==> config.mk <==
export PLATFORM = sky130hd
export DESIGN_NAME = epp_host_handshake
export DESIGN_NICKNAME = d
export VERILOG_FILES = /design/src/sv/epp_pkg.sv /design/src/sv/epp_host_handshake.sv /design/src/sv/epp_core.sv /design/src/sv/epp_obuf.sv
export SDC_FILE = /design/constraint.sdc
export NUM_CORES = 1
export LEC_CHECK = 0
export ABC_AREA = 1
export BUFFER_PORTS_ARGS = -buffer_cell sky130_fd_sc_hd__buf_4
export CAP_MARGIN = 30
export CORE_ASPECT_RATIO = 1.4
export CORE_MARGIN = 10
export CORE_UTILIZATION = 26
export DETAILED_ROUTE_END_ITERATION = 10
export MAX_ROUTING_LAYER = met4
export SLEW_MARGIN = 20
export SYNTH_ARGS = -nofsm -noshare
export SYNTH_HDL_FRONTEND = slang
export SYNTH_SLANG_ARGS = --single-unit
==> constraint.sdc <==
create_clock -name clk_i -period 2.47 [get_ports clk_i]
set_input_delay 0.1235 -clock clk_i [delete_from_list [all_inputs] [get_ports clk_i]]
set_output_delay 0.1235 -clock clk_i [all_outputs]
set_load 0.02 [all_outputs]
==> src/sv/epp_pkg.sv <==
`timescale 1ns / 1ps

package epp_pkg;

  // Width of the per-phase wait counter.
  localparam int unsigned CountBits = 16;
  localparam int unsigned LimitBits = 16;
  localparam int unsigned CmpBits   = (CountBits > LimitBits) ? CountBits : LimitBits;

  localparam logic [LimitBits-1:0] LimitReset = 16'd1000;

  localparam int unsigned InDataBits  = 24;
  localparam int unsigned OutDataBits = 40;

  // One input item after it leaves the stream port.
  typedef struct packed {
    logic       kind;
    logic       is_read;
    logic       is_address;
    logic [7:0] write_byte;
    logic       last_in_block;
    logic       wait_pin;
    logic [7:0] data_pins_in;
  } req_in_t;

  // One result item.
  typedef struct packed {
    logic [15:0] bytes_done;
    logic [7:0]  read_byte;
    logic        rejected;
    logic        timed_out;
    logic        done_res;
    logic        busy_res;
    logic        addr_strobe;
    logic        data_strobe;
    logic        write_active;
    logic        drive_data;
    logic [7:0]  data_out;
  } result_t;

endpackage

==> src/sv/epp_host_handshake.sv <==
`timescale 1ns / 1ps
// An accepted item passes through the input register, then the result register.
// Throughput: one item per cycle while the result port is not stalled; the
// sequencer updates its state as each item leaves the input register.
// Reset (asynchronous, active low) empties both registers, idles the
// sequencer, clears the counters and sets the timeout limit to 1000.

module epp_host_handshake
  import epp_pkg::*;
(
  input  logic                   clk_i,
  input  logic                   rst_ni,
  input  logic                   cfg_we_i,
  input  logic [LimitBits-1:0]   cfg_wdata_i,
  input  logic                   s_axis_tvalid_i,
  output logic                   s_axis_tready_o,
  // is_read, is_address, write_byte[7:0], wait_pin, data_pins_in[7:0], zero fill
  input  logic [InDataBits-1:0]  s_axis_tdata_i,
  // kind
  input  logic                   s_axis_tuser_i,
  input  logic                   s_axis_tlast_i,
  output logic                   m_axis_tvalid_o,
  input  logic                   m_axis_tready_i,
  // data_out[7:0], drive_data, write_active, data_strobe, addr_strobe,
  // busy_res, done_res, timed_out, rejected, read_byte[7:0], bytes_done[15:0]
  output logic [OutDataBits-1:0] m_axis_tdata_o
);

  logic    in_valid_q;
  req_in_t in_q;
  logic    fire, obuf_ready, obuf_valid;
  result_t result, obuf_data;

  assign fire            = in_valid_q && obuf_ready;
  assign s_axis_tready_o = !in_valid_q || obuf_ready;

  always_ff @(posedge clk_i or negedge rst_ni) begin
    if (!rst_ni) begin
      in_valid_q <= 1'b0;
    end else if (s_axis_tready_o) begin
      in_valid_q <= s_axis_tvalid_i;
    end
  end

  always_ff @(posedge clk_i) begin
    if (s_axis_tready_o && s_axis_tvalid_i) begin
      in_q <= '{kind:          s_axis_tuser_i,
                is_read:       s_axis_tdata_i[0],
                is_address:    s_axis_tdata_i[1],
                write_byte:    s_axis_tdata_i[9:2],
                last_in_block: s_axis_tlast_i,
                wait_pin:      s_axis_tdata_i[10],
                data_pins_in:  s_axis_tdata_i[18:11]};
    end
  end

  epp_core u_core (
    .clk_i       (clk_i),
    .rst_ni      (rst_ni),
    .cfg_we_i    (cfg_we_i),
    .cfg_wdata_i (cfg_wdata_i),
    .fire_i      (fire),
    .req_i       (in_q),
    .result_o    (result)
  );

  epp_obuf u_obuf (
    .clk_i   (clk_i),
    .rst_ni  (rst_ni),
    .valid_i (in_valid_q),
    .data_i  (result),
    .ready_o (obuf_ready),
    .valid_o (obuf_valid),
    .ready_i (m_axis_tready_i),
    .data_o  (obuf_data)
  );

  assign m_axis_tvalid_o = obuf_valid;
  assign m_axis_tdata_o  = obuf_data;

  // A byte cannot both complete and time out, nor be refused and complete.
  a_done_excl: assert property (@(posedge clk_i) disable iff (!rst_ni)
    m_axis_tvalid_o |-> !(obuf_data.done_res && (obuf_data.timed_out || obuf_data.rejected)))
    else $error("done together with timeout or reject");

  // With the sequencer idle, no strobe and no bus drive remain.
  a_idle_pins: assert property (@(posedge clk_i) disable iff (!rst_ni)
    (m_axis_tvalid_o && !obuf_data.busy_res) |->
      !(obuf_data.drive_data || obuf_data.data_strobe || obuf_data.addr_strobe))
    else $error("pins active while idle");

  // Only one strobe line at a time.
  a_one_strobe: assert property (@(posedge clk_i) disable iff (!rst_ni)
    m_axis_tvalid_o |-> !(obuf_data.data_strobe && obuf_data.addr_strobe))
    else $error("both strobes asserted");

  // A completion or timeout always leaves the sequencer idle.
  a_end_idle: assert property (@(posedge clk_i) disable iff (!rst_ni)
    (m_axis_tvalid_o && (obuf_data.done_res || obuf_data.timed_out)) |-> !obuf_data.busy_res)
    else $error("busy after end of byte");

endmodule

==> src/sv/epp_core.sv <==
`timescale 1ns / 1ps

module epp_core
  import epp_pkg::*;
(
  input  logic                 clk_i,
  input  logic                 rst_ni,
  input  logic                 cfg_we_i,
  input  logic [LimitBits-1:0] cfg_wdata_i,
  input  logic                 fire_i,
  input  req_in_t              req_i,
  output result_t              result_o
);

  typedef enum logic [1:0] {
    PhIdle     = 2'd0,
    PhWaitHigh = 2'd1,
    PhWaitLow  = 2'd2
  } phase_e;

  typedef struct packed {
    logic       is_read;
    logic       is_address;
    logic [7:0] wr_byte;
    logic       last;
  } latch_t;

  logic [LimitBits-1:0] limit_q;
  phase_e               phase_q, phase_d, phase_cur;
  logic [CountBits-1:0] wait_q, wait_d;
  logic [15:0]          count_q, count_d;
  logic                 aborted_q, aborted_d;
  logic                 open_q, open_d;
  latch_t               latch_q, latch_d;
  logic [7:0]           capt_q, capt_d;
  logic                 done, tmo, rej, fail, busy, wr;

  always_comb begin
    unique case (phase_q)
      PhWaitHigh: phase_cur = PhWaitHigh;
      PhWaitLow:  phase_cur = PhWaitLow;
      default:    phase_cur = PhIdle;
    endcase
  end

  // A failing tick aborts once the earlier failing ticks pass the limit,
  // or when the counter has saturated.
  assign fail = (CmpBits'(wait_q) > CmpBits'(limit_q)) || (wait_q == '1);

  always_comb begin
    phase_d   = phase_cur;
    wait_d    = wait_q;
    count_d   = count_q;
    aborted_d = aborted_q;
    open_d    = open_q;
    latch_d   = latch_q;
    capt_d    = capt_q;
    done      = 1'b0;
    tmo       = 1'b0;
    rej       = 1'b0;
    if (req_i.kind) begin
      if (phase_cur != PhIdle) begin
        rej = 1'b1;
      end else if (aborted_q) begin
        rej = 1'b1;
        if (req_i.last_in_block) begin
          aborted_d = 1'b0;
          open_d    = 1'b0;
        end
      end else begin
        latch_d = '{is_read:    req_i.is_read,
                    is_address: req_i.is_address,
                    wr_byte:    req_i.write_byte,
                    last:       req_i.last_in_block};
        if (!open_q) begin
          count_d = '0;
        end
        open_d  = 1'b1;
        phase_d = PhWaitHigh;
        wait_d  = '0;
      end
    end else begin
      if ((phase_cur == PhWaitHigh && req_i.wait_pin) ||
          (phase_cur == PhWaitLow && !req_i.wait_pin)) begin
        wait_d = '0;
        if (phase_cur == PhWaitHigh) begin
          phase_d = PhWaitLow;
        end else begin
          if (latch_q.is_read) begin
            capt_d = req_i.data_pins_in;
          end
          if (count_q != 16'hFFFF) begin
            count_d = count_q + 16'd1;
          end
          if (latch_q.last) begin
            open_d = 1'b0;
          end
          phase_d = PhIdle;
          done    = 1'b1;
        end
      end else if (phase_cur != PhIdle) begin
        if (fail) begin
          phase_d = PhIdle;
          wait_d  = '0;
          tmo     = 1'b1;
          if (latch_q.last) begin
            open_d = 1'b0;
          end else begin
            aborted_d = 1'b1;
          end
        end else begin
          wait_d = wait_q + CountBits'(1);
        end
      end
    end
  end

  assign busy = (phase_d != PhIdle);
  assign wr   = busy && !latch_d.is_read;

  always_comb begin
    result_o.data_out     = wr ? latch_d.wr_byte : 8'd0;
    result_o.drive_data   = wr;
    result_o.write_active = wr;
    result_o.data_strobe  = (phase_d == PhWaitLow) && !latch_d.is_address;
    result_o.addr_strobe  = (phase_d == PhWaitLow) && latch_d.is_address;
    result_o.busy_res     = busy;
    result_o.done_res     = done;
    result_o.timed_out    = tmo;
    result_o.rejected     = rej;
    result_o.read_byte    = capt_d;
    result_o.bytes_done   = count_d;
  end

  always_ff @(posedge clk_i or negedge rst_ni) begin
    if (!rst_ni) begin
      limit_q   <= LimitReset;
      phase_q   <= PhIdle;
      wait_q    <= '0;
      count_q   <= '0;
      aborted_q <= 1'b0;
      open_q    <= 1'b0;
      latch_q   <= '0;
      capt_q    <= '0;
    end else begin
      if (cfg_we_i) begin
        limit_q <= cfg_wdata_i;
      end
      if (fire_i) begin
        phase_q   <= phase_d;
        wait_q    <= wait_d;
        count_q   <= count_d;
        aborted_q <= aborted_d;
        open_q    <= open_d;
        latch_q   <= latch_d;
        capt_q    <= capt_d;
      end
    end
  end

endmodule

==> src/sv/epp_obuf.sv <==
`timescale 1ns / 1ps

module epp_obuf
  import epp_pkg::*;
(
  input  logic    clk_i,
  input  logic    rst_ni,
  input  logic    valid_i,
  input  result_t data_i,
  output logic    ready_o,
  output logic    valid_o,
  input  logic    ready_i,
  output result_t data_o
);

  logic    valid_q;
  result_t data_q;

  // The register takes a new item whenever it is empty or being drained.
  assign ready_o = !valid_q || ready_i;
  assign valid_o = valid_q;
  assign data_o  = data_q;

  always_ff @(posedge clk_i or negedge rst_ni) begin
    if (!rst_ni) begin
      valid_q <= 1'b0;
    end else if (ready_o) begin
      valid_q <= valid_i;
    end
  end

  always_ff @(posedge clk_i) begin
    if (ready_o && valid_i) begin
      data_q <= data_i;
    end
  end

endmodule

==> summary.md <==
| Metric | Value |
|---|---|
| EDFF count, synth | 60 |
| Post-route core utilization | 0.3496 |
| Wirelength per Cell | 12.31 um |
| Max-cap check violation count | 0 |
| Port Buffer Count | 83 |
| TritonCTS buffer count | 17 |
| CTS Sinks | ~130 |
| DP HPWL | 9822 um |
| Clk Latency, worst-skew pair | 0.41 ns |
| Clock share of power | 0.348 |
| # diodes | 0 |
| Worst setup path category | flop to flop |
| Final worst setup slack | 0.2154 ns |
| Share of cells above drive strength 1 | 0.2240 |
| Max Clk Rate | about 0.44 GHz |
| Pre-antenna DRT Iters | 5 |
| Synth async-reset ratio | 0.5489 |
| Layout area overhead | 32.98% |
| Worst vdd ir | 0.0004784 V |
| Syn Nets | ~700 |
| Most frequent cells in the layout | 155 x nand2_1, 90 x buf_4, 74 x inv_1 |
| Crit path max fanout | 9 |
| Switch share | 0.3073 |
| Final ANT Viol Nets | 0 |
| P_int | ~5.2 mW |
| Crit end category | flop |
| Synth cell types | 47 |
| Arr. time, crit path | ~2.4 ns |
| Syn Area/Cell | 9.616 um2 |
| Leakage power | 3.775 nW |
| FF/Latch Area | 3636 um2 |
| Core area | 23810 um2 |
| Htree depth | 4 |
| Total I/O pin count | 89 |
| Seq/Total Area, Yosys | 0.5809 |
| Synthesized instance count | roughly 650 |
| P_sw | approximately 2.3 mW |
| Critical path launch point type | flop |
| Combinational share of power | 0.246 |
| Multi-input logic area | 2236 um2 |
| Clock Tree Buf Depth | 2 |
| Final #Nets | 853 |
| Largest net degree at the start of global routing | 79 |
| Row cnt | 67 |
| Clock skew | 0.008642 ns |
| Status | finished, final reports clean |
| Seq cells post-synth | 133 |
| Final setup fails | 0 |
| Fillers | 2444 |
| Tightest Hold Check Type | primary input to flop |
| Worst rel slew slack | 0.5961 |
| Fin. Hold Viols | 0 |
| Reg power frac | 0.406 |
| Worst path required time | 2.63 ns |
| Most common cell after layout, fill and taps aside | nand2_1 |
| Power Total | 7.526 mW |
| Shortest period the worst path allows | 2.255 ns |
| Global-route wire length before repair | 22650 um |
| CTS tree | built |
| Root Driver | clkbuf_16 |
| Initial antenna violation count | 0 |
| CTS clk-pin slew, worst paths | 0.06 ns |
| Die ar. | 30770 um2 |
| Total Routing Usage GR | 0.09597 |
| Die span in x | 151.1 um |
| Vias | 4616 |
| Cell area after synthesis | 6260 um2 |
| Period utilization | 0.9128 |
| Pwr dens | between 900 and 1000 nW/um2 |
| Die height | just over 200 um |
| Post-Place Setup Slack | between 0.1 and 0.15 ns |
| Number of DRC markers in iteration 0 | 244 |
| Total global routing overflow | 0 |
| R2R depth | 15 |
| Drt drc | 0 |
| Final WL | 13660 um |
| Starting Density | 0.2629 |
| Hold WS | 0.04743 ns |
| Vias in the first global route | 4545 |
| Top_reg_cell synth | dfrtp_1 |
| WHS Path Cells | 3 |
| Setup TNS | 0 ns |
| Warnings, synthesis | 0 |
| Vias/cell | 4.162 |
| Routability cong. | 0.7931 |
| Slew @ Worst Pin | about 0.60 ns |
| Max Slew Vio Count | 0 |
[synth_stat cells (2+ instances only)]
cell,n,area share
o21ai_0,56,0.045
nor3_2,3,0.0048
dfrtp_1,67,0.27
nand3_4,2,0.0056
o21ai_1,17,0.014
nand2_4,5,0.0090
nand3b_1,2,0.0024
inv_1,74,0.044
a21oi_1,22,0.018
clkbuf_1,10,0.0060
nand2_2,6,0.0060
nor2_4,2,0.0036
nor2_2,12,0.012
and2_1,2,0.0020
nor3_1,9,0.0072
a31oi_1,3,0.0030
edfxtp_1,60,0.29
nand3_1,22,0.018
buf_2,4,0.0032
a21oi_4,2,0.0052
ha_1,20,0.040
nand2_1,155,0.093
xor2_1,6,0.0084
xnor2_1,3,0.0042
nand4_1,6,0.0060
dfstp_2,6,0.025
nor2_1,41,0.025
mux2_2,2,0.0036
inv_2,13,0.0078
o31ai_1,2,0.0024
[area by class of cell]
cell class                 count  area share
timing repair buffer         132      0.1341
clock buffer                  18     0.05156
inverter                      89     0.04028
tap                          310     0.04660
clock inverter                14     0.02210
sequential                   133      0.4368
multi-input combinational    413      0.2686
[registers in the layout (all words and copies together) (netlist names)]
name	count
u_core.open_q	1
in_valid_q	1
u_core.count_q	16
u_core.aborted_q	1
u_core.limit_q	16
in_q	21
u_core.phase_q	2
u_core.capt_q	8
u_core.latch_q	11
u_obuf.data_o	39
u_obuf.valid_o	1
u_core.wait_q	16
[routing by layer]
layer	routed length, um	track usage	share of wire	vias to the layer above
li1	-	-	-	2401
met1	5651	0.1052	0.41	2111
met2	7238	0.1606	0.53	93
met3	514	0.02772	0.038	11
met4	250	0.03687	0.018	0
met5	0	-	0	-
[cells by family (layout without fill, tap and decap cells)]
logic type | after synthesis | in the layout | synth area share
AO/OA/AOI/OAI | 111 | 111 | 0.09775
buffers and inverters | 105 | 253 | 0.06456
adder cells (fa/ha/maj) | 20 | 20 | 0.03998
flip-flops | 133 | 133 | 0.5809
XOR/XNOR | 9 | 9 | 0.01259
multiplexers | 2 | 2 | 0.003598
AND/OR/NAND/NOR | 271 | 271 | 0.2007
[metrics by stage]
stage | cell area [um2] | cells
finish | 8324 | 1109
global route | 8324 | 1109
CTS | 8308 | 1109
detailed placement | 7295 | 1037
global placement | 7295 | 1037
floorplan | 6261 | 651
[power groups by stage]
stage               clock [mW]  sequential (mW)  combinational, mW
CTS                       2.72             3.06               1.87
finish                    2.62             3.06               1.85
global placement             0             3.09               1.79
detailed placement           0             3.10               1.81
global route              2.83             3.11               2.10
floorplan                    0             3.24               1.05
[path summary, 6_finish.rpt]
| kind | startpoint | to | slack, ns |
|---|---|---|---|
| min in group asynchronous | rst_ni | in_valid_q$_DFFE_PN0N_ | 0.19 |
| worst min register to register | u_core.latch_q[8]$_DFFE_PN0P_ | u_core.latch_q[8]$_DFFE_PN0P_ | 0.48 |
| max in group asynchronous | rst_ni | u_core.limit_q[5]$_DFFE_PN1P_ | 1.62 |
| worst max-delay path | u_core.limit_q[7]$_DFFE_PN1P_ | u_obuf.data_o[2]$_SDFFCE_PN0P_ | 0.22 |
| worst max register to register | u_core.limit_q[7]$_DFFE_PN1P_ | u_obuf.data_o[2]$_SDFFCE_PN0P_ | 0.22 |
| worst min-delay path | cfg_we_i | u_core.limit_q[8]$_DFFE_PN1P_ | 0.05 |
[critical path, cell delays in order (launching register included)]
cell,delay (ns)
dfstp_2,0.51
inv_1,0.05
ha_1,0.29
nand2_1,0.08
nor2_2,0.13
nand2_1,0.06
nand2_1,0.05
nand2_1,0.05
nand2_1,0.06
nand2_1,0.11
nand2_2,0.12
nand2_4,0.08
a21oi_4,0.17
nand2_4,0.09
nand2_8,0.11
nor2_2,0.04
[what timing repair did]
action | in CTS | in global routing
endpoints found under the setup margin | 0 | 10
resized for setup | 0 | 3
endpoints found under the hold margin | 65 | 0
hold buffers | 40 | 0
setup buffers | 0 | 0
Power figures use the tool's default switching activity.
